==> src/rtl/usrs_pkg.sv <==
`timescale 1ns / 1ps
// ============================================================================
// usrs_pkg
// Shared types and constants for the UTF-8 script run segmenter: script
// codes, the codepoint range table, payload structs and decode patterns.
// ============================================================================
package usrs_pkg;

    // Script classes.
    localparam logic [4:0] SCR_UNKNOWN    = 5'd0;
    localparam logic [4:0] SCR_LATIN      = 5'd1;
    localparam logic [4:0] SCR_ARABIC     = 5'd2;
    localparam logic [4:0] SCR_HEBREW     = 5'd3;
    localparam logic [4:0] SCR_CYRILLIC   = 5'd4;
    localparam logic [4:0] SCR_GREEK      = 5'd5;
    localparam logic [4:0] SCR_THAI       = 5'd6;
    localparam logic [4:0] SCR_DEVANAGARI = 5'd7;
    localparam logic [4:0] SCR_BENGALI    = 5'd8;
    localparam logic [4:0] SCR_TAMIL      = 5'd9;
    localparam logic [4:0] SCR_TELUGU     = 5'd10;
    localparam logic [4:0] SCR_KANNADA    = 5'd11;
    localparam logic [4:0] SCR_MALAYALAM  = 5'd12;
    localparam logic [4:0] SCR_GUJARATI   = 5'd13;
    localparam logic [4:0] SCR_CJK        = 5'd14;
    localparam logic [4:0] SCR_EMOJI      = 5'd15;
    localparam logic [4:0] SCR_DIGIT      = 5'd16;
    localparam logic [4:0] SCR_NEUTRAL    = 5'd17;

    // UTF-8 lead byte patterns.
    localparam logic [7:0] LEAD2_MASK = 8'hE0;
    localparam logic [7:0] LEAD2_PAT  = 8'hC0;
    localparam logic [7:0] LEAD3_MASK = 8'hF0;
    localparam logic [7:0] LEAD3_PAT  = 8'hE0;
    localparam logic [7:0] LEAD4_MASK = 8'hF8;
    localparam logic [7:0] LEAD4_PAT  = 8'hF0;

    localparam logic [16:0] CNT_MAX = 17'h1FFFF;

    localparam int OUT_DEPTH = 4;
    localparam int OUT_PTR_W = $clog2(OUT_DEPTH);
    localparam int OUT_CNT_W = $clog2(OUT_DEPTH + 1);

    typedef struct packed {
        logic [20:0] lo;
        logic [20:0] hi;
        logic [4:0]  cls;
    } span_t;

    localparam int NUM_SPANS = 54;

    localparam span_t SPANS [NUM_SPANS] = '{
        '{21'h1F300, 21'h1F9FF, SCR_EMOJI},   '{21'h02600, 21'h026FF, SCR_EMOJI},
        '{21'h02700, 21'h027BF, SCR_EMOJI},   '{21'h0FE00, 21'h0FE0F, SCR_EMOJI},
        '{21'h1F000, 21'h1F02F, SCR_EMOJI},   '{21'h1F0A0, 21'h1F0FF, SCR_EMOJI},
        '{21'h1FA70, 21'h1FAFF, SCR_EMOJI},   '{21'h1F3FB, 21'h1F3FF, SCR_EMOJI},
        '{21'h0200D, 21'h0200D, SCR_EMOJI},   '{21'h1F1E6, 21'h1F1FF, SCR_EMOJI},
        '{21'h00030, 21'h00039, SCR_DIGIT},
        '{21'h00020, 21'h00020, SCR_NEUTRAL}, '{21'h0003A, 21'h0003A, SCR_NEUTRAL},
        '{21'h0002C, 21'h0002C, SCR_NEUTRAL}, '{21'h0002E, 21'h0002E, SCR_NEUTRAL},
        '{21'h0002D, 21'h0002D, SCR_NEUTRAL}, '{21'h00028, 21'h00028, SCR_NEUTRAL},
        '{21'h00029, 21'h00029, SCR_NEUTRAL}, '{21'h0003D, 21'h0003D, SCR_NEUTRAL},
        '{21'h00022, 21'h00022, SCR_NEUTRAL},
        '{21'h00041, 21'h0005A, SCR_LATIN},   '{21'h00061, 21'h0007A, SCR_LATIN},
        '{21'h000C0, 21'h000FF, SCR_LATIN},   '{21'h00100, 21'h0017F, SCR_LATIN},
        '{21'h00180, 21'h0024F, SCR_LATIN},
        '{21'h00600, 21'h006FF, SCR_ARABIC},  '{21'h0FB50, 21'h0FDFF, SCR_ARABIC},
        '{21'h0FE70, 21'h0FEFF, SCR_ARABIC},
        '{21'h00590, 21'h005FF, SCR_HEBREW},
        '{21'h00400, 21'h004FF, SCR_CYRILLIC}, '{21'h00500, 21'h0052F, SCR_CYRILLIC},
        '{21'h00370, 21'h003FF, SCR_GREEK},   '{21'h01F00, 21'h01FFF, SCR_GREEK},
        '{21'h00E00, 21'h00E7F, SCR_THAI},
        '{21'h00900, 21'h0097F, SCR_DEVANAGARI}, '{21'h00980, 21'h009FF, SCR_BENGALI},
        '{21'h00B80, 21'h00BFF, SCR_TAMIL},   '{21'h00C00, 21'h00C7F, SCR_TELUGU},
        '{21'h00C80, 21'h00CFF, SCR_KANNADA}, '{21'h00D00, 21'h00D7F, SCR_MALAYALAM},
        '{21'h00A80, 21'h00AFF, SCR_GUJARATI},
        '{21'h04E00, 21'h09FFF, SCR_CJK},     '{21'h03400, 21'h04DBF, SCR_CJK},
        '{21'h20000, 21'h2A6DF, SCR_CJK},     '{21'h2A700, 21'h2B73F, SCR_CJK},
        '{21'h2B740, 21'h2B81F, SCR_CJK},     '{21'h2B820, 21'h2CEAF, SCR_CJK},
        '{21'h0F900, 21'h0FAFF, SCR_CJK},     '{21'h03040, 21'h0309F, SCR_CJK},
        '{21'h030A0, 21'h030FF, SCR_CJK},     '{21'h031F0, 21'h031FF, SCR_CJK},
        '{21'h03190, 21'h0319F, SCR_CJK},     '{21'h0AC00, 21'h0D7AF, SCR_CJK},
        '{21'h01100, 21'h011FF, SCR_CJK}
    };

    typedef struct packed {
        logic [7:0] text_byte;
        logic       last_byte;
    } in_t;

    typedef struct packed {
        logic [15:0] seg_start;
        logic [16:0] seg_length;
        logic [4:0]  seg_script;
        logic        seg_is_rtl;
        logic        final_segment;
        logic        text_rtl;
    } out_t;

    // Segments produced by one byte: a script break first, then the final one.
    typedef struct packed {
        logic [1:0] num;
        out_t       seg0;
        out_t       seg1;
    } emit_t;

    function automatic logic is_rtl(input logic [4:0] script);
        return (script == SCR_ARABIC) || (script == SCR_HEBREW);
    endfunction

endpackage

==> src/rtl/usrs_classify.sv <==
`timescale 1ns / 1ps
// ============================================================================
// usrs_classify
// Maps a codepoint to its script class by parallel compares against the
// range table.
// ============================================================================
module usrs_classify (
    input  logic [20:0] codepoint,
    output logic [4:0]  script
);

    // Ranges of different classes never overlap, so the hits can simply be
    // ORed together instead of going through a priority chain.
    always_comb begin
        script = usrs_pkg::SCR_UNKNOWN;
        for (int i = 0; i < usrs_pkg::NUM_SPANS; i++) begin
            if (codepoint >= usrs_pkg::SPANS[i].lo && codepoint <= usrs_pkg::SPANS[i].hi) begin
                script = script | usrs_pkg::SPANS[i].cls;
            end
        end
    end

endmodule

==> src/rtl/usrs_core.sv <==
`timescale 1ns / 1ps
// ============================================================================
// usrs_core
// UTF-8 decode, run tracking and segment generation for one byte per cycle while fire is high.
// ============================================================================
module usrs_core #(
    parameter int MAX_TEXT_BYTES = 65536
) (
    input  logic            aclk,
    input  logic            aresetn,
    input  logic            fire,
    input  usrs_pkg::in_t   byte_in,
    output usrs_pkg::emit_t emit
);

    localparam int OFS_W = $clog2(MAX_TEXT_BYTES + 1);
    localparam int ST_W  = $clog2(MAX_TEXT_BYTES);

    logic [20:0]      part_reg, part_next, part_upd;
    logic [1:0]       pend_reg, pend_next, pend_upd;
    logic [OFS_W-1:0] off_reg, off_next, off_upd;
    logic [ST_W-1:0]  cps_reg, cps_next, cps_upd;
    logic [ST_W-1:0]  sst_reg, sst_next, sst_upd;
    logic [4:0]       cur_reg, cur_next, cur_upd;
    logic             have_reg, have_next, have_upd;
    logic [16:0]      rtl_reg, rtl_next, rtl_upd;
    logic [16:0]      ltr_reg, ltr_next, ltr_upd;
    logic             ended_reg, ended_next;

    logic [20:0] cp_val;
    logic [4:0]  cp_script;
    logic        take;
    logic        zero_end;
    logic        brk;
    logic        fin;
    usrs_pkg::out_t brk_seg, fin_seg;

    function automatic usrs_pkg::out_t make_seg(input logic [ST_W-1:0] start,
                                                input logic [OFS_W-1:0] end_ofs,
                                                input logic [4:0] script,
                                                input logic is_final,
                                                input logic vote);
        usrs_pkg::out_t s;
        logic [OFS_W-1:0] start_ext;
        logic [OFS_W-1:0] len;
        logic [31:0] start_w;
        logic [31:0] len_w;
        start_ext = OFS_W'(start);
        len       = (end_ofs >= start_ext) ? end_ofs - start_ext : '0;
        start_w   = 32'(start);
        len_w     = 32'(len);
        s.seg_start     = start_w[15:0];
        s.seg_length    = len_w[16:0];
        s.seg_script    = script;
        s.seg_is_rtl    = usrs_pkg::is_rtl(script);
        s.final_segment = is_final;
        s.text_rtl      = vote;
        return s;
    endfunction

    // Byte decode.
    always_comb begin
        logic [7:0] b;
        logic       single;
        logic [7:0] sval;
        b        = byte_in.text_byte;
        single   = 1'b0;
        sval     = '0;
        part_upd = part_reg;
        pend_upd = pend_reg;
        cps_upd  = cps_reg;
        zero_end = 1'b0;
        take     = 1'b0;
        off_upd  = (off_reg < OFS_W'(MAX_TEXT_BYTES)) ? off_reg + 1'b1 : off_reg;
        if (pend_reg == 2'd0) begin
            if (b == 8'd0) begin
                zero_end = 1'b1;
            end else begin
                cps_upd = (off_reg < OFS_W'(MAX_TEXT_BYTES - 1))
                        ? ST_W'(off_reg) : ST_W'(MAX_TEXT_BYTES - 1);
                if (!b[7]) begin
                    single = 1'b1;
                    sval   = b;
                end else if ((b & usrs_pkg::LEAD2_MASK) == usrs_pkg::LEAD2_PAT) begin
                    part_upd = {10'd0, b[4:0], 6'd0};
                    pend_upd = 2'd1;
                end else if ((b & usrs_pkg::LEAD3_MASK) == usrs_pkg::LEAD3_PAT) begin
                    part_upd = {5'd0, b[3:0], 12'd0};
                    pend_upd = 2'd2;
                end else if ((b & usrs_pkg::LEAD4_MASK) == usrs_pkg::LEAD4_PAT) begin
                    part_upd = {b[2:0], 18'd0};
                    pend_upd = 2'd3;
                end else begin
                    // Bad lead byte: a codepoint of value zero.
                    single = 1'b1;
                end
            end
            take = !zero_end && (single || (byte_in.last_byte && pend_upd != 2'd0));
        end else begin
            pend_upd = pend_reg - 2'd1;
            case (pend_upd)
                2'd0:    part_upd = part_reg | {15'd0, b[5:0]};
                2'd1:    part_upd = part_reg | {9'd0, b[5:0], 6'd0};
                default: part_upd = part_reg | {3'd0, b[5:0], 12'd0};
            endcase
            // Either the sequence completes, or the last byte forces it out.
            take = (pend_upd == 2'd0) || byte_in.last_byte;
        end
        if (ended_reg) begin
            take = 1'b0;
        end
        cp_val = single ? {13'd0, sval} : part_upd;
    end

    usrs_classify u_classify (
        .codepoint (cp_val),
        .script    (cp_script)
    );

    // Run tracking and segment generation.
    always_comb begin
        sst_upd  = sst_reg;
        cur_upd  = cur_reg;
        have_upd = have_reg;
        rtl_upd  = rtl_reg;
        ltr_upd  = ltr_reg;
        brk      = 1'b0;
        brk_seg  = make_seg(sst_reg, OFS_W'(cps_upd), cur_reg, 1'b0, 1'b0);
        if (take) begin
            if (!have_reg) begin
                have_upd = 1'b1;
                cur_upd  = cp_script;
                sst_upd  = cps_upd;
            end else if (cp_script != usrs_pkg::SCR_NEUTRAL && cp_script != cur_reg) begin
                brk = 1'b1;
                if (usrs_pkg::is_rtl(cur_reg)) begin
                    if (rtl_upd != usrs_pkg::CNT_MAX) rtl_upd = rtl_upd + 17'd1;
                end else if (cur_reg != usrs_pkg::SCR_NEUTRAL
                             && cur_reg != usrs_pkg::SCR_EMOJI) begin
                    if (ltr_upd != usrs_pkg::CNT_MAX) ltr_upd = ltr_upd + 17'd1;
                end
                sst_upd = cps_upd;
                cur_upd = cp_script;
            end
        end
        fin = !ended_reg && (zero_end || byte_in.last_byte) && have_upd;
        if (fin) begin
            if (usrs_pkg::is_rtl(cur_upd)) begin
                if (rtl_upd != usrs_pkg::CNT_MAX) rtl_upd = rtl_upd + 17'd1;
            end else if (cur_upd != usrs_pkg::SCR_NEUTRAL
                         && cur_upd != usrs_pkg::SCR_EMOJI) begin
                if (ltr_upd != usrs_pkg::CNT_MAX) ltr_upd = ltr_upd + 17'd1;
            end
        end
        fin_seg = make_seg(sst_upd, zero_end ? off_reg : off_upd, cur_upd, 1'b1,
                           rtl_upd > ltr_upd);
        emit.num  = fire ? (2'(brk) + 2'(fin)) : 2'd0;
        emit.seg0 = brk ? brk_seg : fin_seg;
        emit.seg1 = fin_seg;
    end

    // Next state: the end of a text returns the run state to its reset value; after a zero terminator ended_reg is set.
    always_comb begin
        part_next  = part_upd;
        pend_next  = pend_upd;
        off_next   = off_upd;
        cps_next   = cps_upd;
        sst_next   = sst_upd;
        cur_next   = cur_upd;
        have_next  = have_upd;
        rtl_next   = rtl_upd;
        ltr_next   = ltr_upd;
        ended_next = 1'b0;
        if (ended_reg || zero_end || byte_in.last_byte) begin
            part_next  = '0;
            pend_next  = '0;
            off_next   = '0;
            cps_next   = '0;
            sst_next   = '0;
            cur_next   = usrs_pkg::SCR_UNKNOWN;
            have_next  = 1'b0;
            rtl_next   = '0;
            ltr_next   = '0;
            if (ended_reg) begin
                ended_next = !byte_in.last_byte;
            end else begin
                ended_next = zero_end && !byte_in.last_byte;
            end
        end
    end

    always_ff @(posedge aclk) begin
        if (!aresetn) begin
            part_reg  <= '0;
            pend_reg  <= '0;
            off_reg   <= '0;
            cps_reg   <= '0;
            sst_reg   <= '0;
            cur_reg   <= usrs_pkg::SCR_UNKNOWN;
            have_reg  <= 1'b0;
            rtl_reg   <= '0;
            ltr_reg   <= '0;
            ended_reg <= 1'b0;
        end else if (fire) begin
            part_reg  <= part_next;
            pend_reg  <= pend_next;
            off_reg   <= off_next;
            cps_reg   <= cps_next;
            sst_reg   <= sst_next;
            cur_reg   <= cur_next;
            have_reg  <= have_next;
            rtl_reg   <= rtl_next;
            ltr_reg   <= ltr_next;
            ended_reg <= ended_next;
        end
    end

    // After a zero lead byte the run state has been cleared.
    a_ended_clear: assert property (@(posedge aclk) disable iff (!aresetn)
        ended_reg |-> (!have_reg && pend_reg == 2'd0))
        else $error("usrs_core: run state left over after end of text");

    // Two segments from one byte are always a break followed by the final one.
    a_two_order: assert property (@(posedge aclk) disable iff (!aresetn)
        emit.num == 2'd2 |-> (emit.seg1.final_segment && !emit.seg0.final_segment))
        else $error("usrs_core: bad segment order");

endmodule

==> src/rtl/usrs_out_fifo.sv <==
`timescale 1ns / 1ps
// ============================================================================
// usrs_out_fifo
// Small result queue that takes up to two segments per cycle and hands them
// out one per transfer.
// ============================================================================
module usrs_out_fifo (
    input  logic            aclk,
    input  logic            aresetn,
    input  usrs_pkg::emit_t push,
    output logic            room,
    output logic            m_valid,
    input  logic            m_ready,
    output usrs_pkg::out_t  m_data
);

    usrs_pkg::out_t mem [usrs_pkg::OUT_DEPTH];

    logic [usrs_pkg::OUT_PTR_W-1:0] wr_ptr_reg, wr_ptr_next;
    logic [usrs_pkg::OUT_PTR_W-1:0] rd_ptr_reg, rd_ptr_next;
    logic [usrs_pkg::OUT_CNT_W-1:0] count_reg, count_next;
    logic                           pop;

    assign pop     = m_valid && m_ready;
    assign m_valid = (count_reg != '0);
    assign m_data  = mem[rd_ptr_reg];
    // Room for a worst-case byte, which yields two segments.
    assign room    = (count_reg <= usrs_pkg::OUT_CNT_W'(usrs_pkg::OUT_DEPTH - 2));

    always_comb begin
        wr_ptr_next = wr_ptr_reg + usrs_pkg::OUT_PTR_W'(push.num);
        rd_ptr_next = rd_ptr_reg + usrs_pkg::OUT_PTR_W'(pop);
        count_next  = count_reg + usrs_pkg::OUT_CNT_W'(push.num)
                    - usrs_pkg::OUT_CNT_W'(pop);
    end

    always_ff @(posedge aclk) begin
        if (push.num != 2'd0) begin
            mem[wr_ptr_reg] <= push.seg0;
        end
        if (push.num == 2'd2) begin
            mem[wr_ptr_reg + usrs_pkg::OUT_PTR_W'(1)] <= push.seg1;
        end
    end

    always_ff @(posedge aclk) begin
        if (!aresetn) begin
            wr_ptr_reg <= '0;
            rd_ptr_reg <= '0;
            count_reg  <= '0;
        end else begin
            wr_ptr_reg <= wr_ptr_next;
            rd_ptr_reg <= rd_ptr_next;
            count_reg  <= count_next;
        end
    end

    a_no_overflow: assert property (@(posedge aclk) disable iff (!aresetn)
        count_reg <= usrs_pkg::OUT_CNT_W'(usrs_pkg::OUT_DEPTH))
        else $error("usrs_out_fifo: count beyond depth");

    a_push_room: assert property (@(posedge aclk) disable iff (!aresetn)
        push.num != 2'd0 |-> room)
        else $error("usrs_out_fifo: push without room");

    a_count_track: assert property (@(posedge aclk) disable iff (!aresetn)
        $past(aresetn) |-> count_reg == $past(count_reg)
            + usrs_pkg::OUT_CNT_W'($past(push.num)) - usrs_pkg::OUT_CNT_W'($past(pop)))
        else $error("usrs_out_fifo: count does not follow pushes and pops");

endmodule

==> src/rtl/utf8_script_run_segmenter.sv <==
`timescale 1ns / 1ps
// ============================================================================
// utf8_script_run_segmenter
// Splits a UTF-8 byte stream into runs of one script and reports each run
// as a byte-offset segment, with a right-to-left vote on the last one.
// ============================================================================
// Usage:
//   s_valid/s_ready/s_data carry one text byte per transfer; last_byte marks
//   the end of a text, and a zero byte in lead position also ends it.
//   m_valid/m_ready/m_data carry one segment per transfer, in text order.
// Timing:
//   A byte is captured in an input register; once the result queue has room
//   it is decoded, classified and turned into segments, which are written to a
//   four-entry result queue. A segment is offered on m_data after the queue
//   has registered it. One byte is taken every cycle while the queue has
//   room; a byte that closes a run and ends the text gives two segments,
//   which leave the queue one per transfer.
// Stalls and reset:
//   While the receiver holds m_ready low the queue fills; s_ready drops once
//   fewer than two entries are free and the byte waits in the input register.
//   Reset empties the queue, clears the input register's valid flag and all run state.
// ============================================================================
module utf8_script_run_segmenter #(
    parameter int MAX_TEXT_BYTES = 65536
) (
    input  logic           aclk,
    input  logic           aresetn,
    input  logic           s_valid,
    output logic           s_ready,
    input  usrs_pkg::in_t  s_data,
    output logic           m_valid,
    input  logic           m_ready,
    output usrs_pkg::out_t m_data
);

    usrs_pkg::in_t   in_data_reg;
    logic            in_valid_reg, in_valid_next;
    logic            room;
    logic            fire;
    usrs_pkg::emit_t emit;

    assign fire    = in_valid_reg && room;
    assign s_ready = !in_valid_reg || room;

    always_comb begin
        in_valid_next = in_valid_reg;
        if (s_valid && s_ready) begin
            in_valid_next = 1'b1;
        end else if (fire) begin
            in_valid_next = 1'b0;
        end
    end

    always_ff @(posedge aclk) begin
        if (!aresetn) begin
            in_valid_reg <= 1'b0;
        end else begin
            in_valid_reg <= in_valid_next;
        end
    end

    always_ff @(posedge aclk) begin
        if (s_valid && s_ready) begin
            in_data_reg <= s_data;
        end
    end

    usrs_core #(
        .MAX_TEXT_BYTES (MAX_TEXT_BYTES)
    ) u_core (
        .aclk    (aclk),
        .aresetn (aresetn),
        .fire    (fire),
        .byte_in (in_data_reg),
        .emit    (emit)
    );

    usrs_out_fifo u_out_fifo (
        .aclk    (aclk),
        .aresetn (aresetn),
        .push    (emit),
        .room    (room),
        .m_valid (m_valid),
        .m_ready (m_ready),
        .m_data  (m_data)
    );

endmodule

==> config.mk <==
export PLATFORM = sky130hd
export DESIGN_NAME = utf8_script_run_segmenter
export DESIGN_NICKNAME = d
export VERILOG_FILES = /design/src/rtl/usrs_pkg.sv /design/src/rtl/usrs_classify.sv /design/src/rtl/usrs_core.sv /design/src/rtl/usrs_out_fifo.sv /design/src/rtl/utf8_script_run_segmenter.sv
export SDC_FILE = /design/constraint.sdc
export NUM_CORES = 1
export LEC_CHECK = 0
export BUFFER_PORTS_ARGS = -buffer_cell sky130_fd_sc_hd__buf_2
export CAP_MARGIN = 5
export CORE_ASPECT_RATIO = 0.8
export CORE_UTILIZATION = 36
export CTS_CLUSTER_SIZE = 20
export DETAILED_ROUTE_END_ITERATION = 8
export HOLD_SLACK_MARGIN = 0.06
export SKIP_LAST_GASP = 1
export SLEW_MARGIN = 10
export SYNTH_ARGS = -nofsm -noshare
export SYNTH_HDL_FRONTEND = slang
export SYNTH_SLANG_ARGS = --single-unit
==> constraint.sdc <==
create_clock -name aclk -period 8 [get_ports aclk]
set_input_delay 0.8 -clock aclk [delete_from_list [all_inputs] [get_ports aclk]]
set_output_delay 0.8 -clock aclk [all_outputs]
set_load 0.01 [all_outputs]
## After elaboration in Yosys (flattened, before gate mapping)

Memories as Yosys holds them, arrays and structs flattened. A register that Yosys moved wholly into a read port is not among the register bits.
Index checks and enable logic that the tools add are counted.

| storage, ports and cells | value |
|---|---|
| word-level logic and storage cells | 505 |
| bits of input ports | 13 |
| register bits | 130 |
| memories | 1 |
| ROM bits | 0 |
| bits in writable memories | 164 |
| bits in latches | 0 |

| cells by class | value |
|---|---|
| $mul | 0 |
| multiplexer cells | 253 |
| div/mod/pow operators | 0 |
| reduce and logical (&&, ||, !) cells | 84 |
| shift-type cells | 0 |
| order comparisons | 114 |
| add/sub/neg operators | 14 |
| equal/unequal tests | 20 |
| bitwise gates (word level) | 3 |

Memory list:

| memory | words | width | read ports | clocked after memory_dff | wr ports | line | RTL |
|---|---|---|---|---|---|---|---|
| u_out_fifo.mem | 4 | 41 | 1 | 1 | 2 | usrs_out_fifo.sv:17 | `usrs_pkg::out_t mem [usrs_pkg::OUT_DEPTH];` |

Operators with widths:

| cell | number |
|---|---|
| 2-to-1 mux 17 bit | 65 |
| 2-to-1 mux 21 bit | 26 |
| 2-to-1 mux 16 bit | 16 |
| >= comparator 21 x 6 -> 1 bit (second input constant) | 10 |
| <= comparator 21 x 6 -> 1 bit (second input constant) | 10 |
| >= comparator 21 x 12 -> 1 bit (second input constant) | 8 |
| >= comparator 21 x 14 -> 1 bit (second input constant) | 8 |
| <= comparator 21 x 12 -> 1 bit (second input constant) | 8 |
| <= comparator 21 x 14 -> 1 bit (second input constant) | 7 |
| >= comparator 21 x 17 -> 1 bit (second input constant) | 6 |
| <= comparator 21 x 16 -> 1 bit (second input constant) | 6 |
| <= comparator 21 x 17 -> 1 bit (second input constant) | 6 |
| 2-to-1 mux 4 bit | 29 |
| >= comparator 21 x 16 -> 1 bit (second input constant) | 5 |
| 2-to-1 mux 5 bit | 19 |
| adder 17 x 1 -> 17 bit (second input constant) | 5 |
| >= comparator 21 x 11 -> 1 bit (second input constant) | 4 |
| >= comparator 21 x 18 -> 1 bit (second input constant) | 4 |
| <= comparator 21 x 11 -> 1 bit (second input constant) | 4 |
| <= comparator 21 x 18 -> 1 bit (second input constant) | 4 |
| inequality test 17 bit (second input constant) | 4 |
| logical AND 1 bit | 65 |
| 2-to-1 mux 2 bit | 30 |
| 2-to-1 mux 1 bit | 54 |
| 51 further kinds | 85 |

## Logic depth before layout (Yosys ltp)

| depth | value |
|---|---|
| word-level depth | 113 |
| mapped depth | 45 |
| gate-level depth less buffers | 39 |

## Hierarchy

From an unflattened synthesis, not the netlist that was laid out.

| second synthesis, totals | value |
|---|---|
| cells, all modules | 2,185 |
| area, all modules | 21,027.7 um^2 |

Modules (own cells, without submodules):

| module | sequential area each (um^2) | area an instance (um^2) | instances | cells an instance |
|---|---|---|---|---|
| usrs_core | 2,262.2 | 10,532.6 | 1 | 1,466 |
| usrs_out_fifo | 5,064.9 | 8,464.4 | 1 | 444 |
| usrs_classify | 0.0 | 1,695.4 | 1 | 260 |
| utf8_script_run_segmenter | 290.3 | 335.3 | 1 | 15 |

## Least setup slack after synthesis

Ideal clock, no wire load.

| timing path | value |
|---|---|
| path type | flip-flop to flip-flop |
| start | reg u_core.pend_reg[1] |
| end | mem u_out_fifo.mem[0][17] (netlist name) (data pin) |
| data arrival time | 8.344 ns |
| path slack | -0.621 ns |
| period minus slack after synthesis | 8.621 ns |
| stages on the path, launching flop included | 43 |
| library setup time | 0.277 ns |
| buffers on the path | 6 |
| path through | dfxtp_1 > inv_1 > ha_1 > clkbuf_1 > buf_2 > nand3b_1 > a21boi_0 > o211ai_1 > a2111o_1 > buf_4 > o41ai_4 > a311oi_1 > a221oi_2 > nand4_1 > or4_1 > xor2_1 > or2_1 > o31a_1 > [... 7 more ...] > o21ai_0 > a21boi_0 > o21ai_0 > a21boi_0 > o21ai_0 > a21boi_0 > o21ai_0 > a21boi_0 > o21ai_0 > a21boi_0 > o21a_1 > o21a_1 > o211a_1 > clkbuf_1 > o21ai_0 > nor2_1 > a31oi_1 > o22ai_1 |

RTL lines:

| what | line | RTL |
|---|---|---|
| from (decl) | usrs_core.sv:20 | `logic [1:0] pend_reg, pend_next, pend_upd;` |
| from (signal assigned) | usrs_core.sv:206 | `pend_reg <= pend_next;` |
| to (decl) | usrs_out_fifo.sv:17 |  |

==> results.md <==
Logic synthesis:
- The commonest cells after synthesis are 259 x sky130_fd_sc_hd__nand2_1, 198 x sky130_fd_sc_hd__o21ai_0, 189 x sky130_fd_sc_hd__nor2_1, 170 x sky130_fd_sc_hd__o22ai_1, 169 x sky130_fd_sc_hd__edfxtp_1.
- The post-synthesis instance area is 20400 sq um.
- The synthesized-area fraction occupied by ao, oa, aoi and oai cells is 25.2%.
- For this run, the leading register cell type out of synthesis is sky130_fd_sc_hd__edfxtp_1.
- Counting flops with a built-in enable in the synthesized netlist gives 169.
- The multiplexer share of the synthesized area is 5.27%.
- The average instance in the mapped netlist occupies 8.76 sq um.
- The post-synthesis net count is 2412.
- The count of different cell masters after synthesis is 104.
- The fraction of synthesized cell area taken by the top area cell type is 24.9%.
- After synthesis, the largest family of logic cells by area is compound AO/OA/AOI/OAI gates.
- Synthesis produced 2332 cells.
- The synthesized netlist devotes 19.7% of its cell area to simple gates.
- The share of synthesized area occupied by flip-flops and latches is 37.1%.
- The share of async-settable or async-resettable flops after synthesis is 0%.
- The largest area contributor in the synthesized netlist is sky130_fd_sc_hd__edfxtp_1.
- Yosys printed 0 warnings.
- Yosys instantiated no cell more often than sky130_fd_sc_hd__nand2_1.
- The adder and majority cell fraction of the synthesized area is 4.22%.
- The xor and xnor fraction of the mapped netlist area is 3.73%.
- Ranked by total cell area, the synthesized netlist is headed by sky130_fd_sc_hd__edfxtp_1 25%, sky130_fd_sc_hd__dfxtp_1 12%, sky130_fd_sc_hd__o22ai_1 5.2%.
- The total of flip-flops plus latches after synthesis is 294.

Clocking:
- The total CTS buffers is 34.
- TritonCTS built the clock tree.
- The clock latency reported for the late side of the worst-skew pair is 550 ps.
- Clock tree synthesis selected as its root buffer the cell sky130_fd_sc_hd__clkbuf_16.
- The clock drives 294 sinks.
- The clock slew at the register clock pins of the worst setup and hold paths is 70 ps.
- In this run the deepest clock path goes through 3 buffers.
- The H-tree was split into 2 levels.

Floorplanning:
- From left edge to right edge, the die measures 268 um.
- The area of the die is 57700 sq um.
- The number of rows in the core area is 77.
- For this configuration, the core starts out at a cell density of 36.7%.
- From bottom edge to top edge, the die measures 215 um.
- The area of the core is 55700 sq um.
- The I/O pin total is 56.

Routing:
- The post-detailed-routing wire length is 82.5 mm.
- For this block, wires on met1 add up to 35.4 mm.
- The via density per instance is 6.05.
- The pre-antenna-repair detailed-routing pass consisted of 5 iterations.
- The total number of vias is 22100.
- The detail-routed net length per standard cell is 22.6 um.
- The number of nets with antenna violations after detailed routing is 0.
- The total met2 wirelength after detailed routing is 38.5 mm.
- Detailed routing placed a total of 6.20 mm of wire on met3.
- The number of design rule violations left after detail routing is 0.
- In this run the top signal layer used is met5.
- After the first detailed-routing iteration, the DRC count stood at 2536.

Global route:
- Entering global routing, the biggest net connects 72 pins.
- The aggregate global-route resource usage is 27.5%.
- The number of global-route vias before repair is 21000.
- The total overflow left after global routing is 0.
- The number of antenna violations at the first check in global routing is 1.
- The first global-routing pass estimated 124 mm of wire.

Final layout:
- From synthesis to final layout, the design area changed by 40.2%.
- The post-layout instance area is 28600 sq um.
- The fraction of final layout cells with drive strength greater than 1 is 36.9%.
- The final core utilization is 51.4%.
- The final-stage net count is 2954.
- The register with the most flip-flops in the layout has 164 of them.
- Excluding fillers, the count of instances in the completed layout stands at 3648.
- 0 antenna diodes ended up in the layout.
- The total of fill cells in the finished design is 5113.

STA:
- Static timing analysis puts the maximum clock frequency at 0.122 GHz.
- Across all setup checks in the final design, the least slack found is -229 ps.
- The number of setup violations in the final report is 60.
- Setup repair after global routing could not meet its margin everywhere.
- The transition time at the pin with the least slew margin is 1160 ps.
- The ratio of final minimum period to clock period is 103%.
- The number of endpoints with negative hold slack in the final report is 0.
- Subtracting the final worst setup slack from the clock period gives 8230 ps.
- The setup skew after layout is 35.4 ps.
- Headroom to the max-slew limit came out at 22.4%.
- The count of final max-slew check failures is 0.

Worst setup path:
- At the worst endpoint, the arrival time is 8500 ps.
- The largest individual stage delay along the critical path comes from the cell sky130_fd_sc_hd__edfxtp_1.
- The category of the worst setup path launch point is a flop.
- The worst setup path is captured at a flop.
- The cell that appears most often on the critical path is sky130_fd_sc_hd__buf_4.
- By startpoint and endpoint, the worst setup path is classified as flop to flop.
- The largest fanout on the critical path is 12.
- On the worst path, the slowest cell contributes a delay of 440 ps.
- At the worst endpoint, the required time is 8270 ps.

Power:
- The maximum resistive drop on vdd is 0.000165 V.
- The leakage power summed over all cells is 10.6 nW.
- In this run the power density over the cells is 202 nW/um^2.
- The design draws 5.79 mW.

Outcome:
- The checks that failed: negative setup slack.
- The flow ran to the end, but the final reports show violations.

Placement:
- The total instance count after detailed placement is 3461.
- Routability-driven placement finished with a final weighted congestion of 1.03.
- The wire-length estimate of the detail-placed layout is 58.1 mm.
- The placement-stage cell area is 25100 sq um.
- The number of input and output port buffers inserted is 55.

Flow run:
- Max-cap violations in this run came to 0.

Min path:
- The path category of the worst min-delay check is primary input to flop.
cells by family after synthesis:
family	count (synthesis)
flops	294
compound gates	776
fa+ha+maj	67
xor+xnor	87
simple gates	808
buf+inv	245
mux	55
worst max-delay path, delay by kind of cell (launching register included):
kind	cells	cell delay, ps
AO/OA/AOI/OAI	25	4180
buffers and inverters	13	2050
AND/OR/NAND/NOR	6	1040
flip-flops	1	440
adder cells (fa/ha/maj)	1	240
metrics by stage:
| stage | setup slack, ps | hold slack (ps) | setup TNS, ps |
|---|---|---|---|
| floorplan | 10.8 | 420 | 0 |
| global placement | -1220 | 432 | -69550 |
| detailed placement | -1200 | 450 | -69460 |
| CTS | -206 | 425 | -6140 |
| global route | -597 | 427 | -32210 |
| finish | -229 | 437 | -9510 |
what timing repair did:
item	in CTS	in global routing
gates cloned	0	2
setup endpoints to repair	72	77
buffers inserted	98	39
pin swaps	120	80
gates resized for setup	137	182
hold buffers	0	0
worst paths after layout:
check,cells after the start,endpoint,from,slack (ps)
worst max-delay path,45,u_out_fifo.mem[3][17],in_data_reg[6],-230
worst min-delay path,1,in_data_reg[7],s_data[7],440
worst max register to register,45,u_out_fifo.mem[3][17],in_data_reg[6],-230
worst min register to register,2,u_core.cps_reg[0],u_core.cps_reg[0],470
power by group:
part           internal [mW]  switching [mW]  total, mW
Combinational           1.18            1.36       2.54
Sequential              1.65          0.0549       1.70
Clock                  0.862           0.678       1.54
final cells by class:
class                   instances  area [sq um]  share of cell area, %
clock buffers                  45           933                   3.26
inverters                      77           289                   1.01
clock inverters                15           133                  0.463
multi-input cells            1793         13600                   47.3
repair buffers                674          5200                   18.2
flip-flops and latches        294          7580                   26.5
well taps                     750           938                   3.28
layout by cell type (no fill, tap or decap), drive strengths merged, types with 10 or more instances in the layout:
| master | count |
|---|---|
| mux4 | 41 |
| clkinv | 11 |
| nand4 | 44 |
| a22o | 29 |
| edfxtp | 169 |
| a311oi | 11 |
| nor4 | 29 |
| o22a | 13 |
| mux2 | 10 |
| nor2 | 191 |
| nor3b | 10 |
| o21a | 16 |
| and2 | 23 |
| inv | 78 |
| o21ai | 205 |
| o211ai | 15 |
| and3 | 24 |
| o31ai | 25 |
| o22ai | 170 |
| xnor2 | 50 |
| and4 | 10 |
| nor3 | 48 |
| ha | 64 |
| a21oi | 92 |
| dfxtp | 125 |
| nand3 | 79 |
| a211oi | 18 |
| or3 | 12 |
| clkbuf | 45 |
| buf | 673 |
| a31oi | 42 |
| xor2 | 37 |
| nor2b | 15 |
| nand2 | 259 |
| nand2b | 17 |
| a21boi | 20 |
| a21o | 25 |
metal layers:
| metal | track usage (%) | up-vias |
|---|---|---|
| met5 | 0 | - |
| met4 | 7.49 | 2 |
| met3 | 3.30 | 162 |
| met2 | 44.2 | 1045 |
| met1 | 38.7 | 10900 |
| li1 | - | 10000 |
No activity file was read; power rests on OpenSTA's default activity.
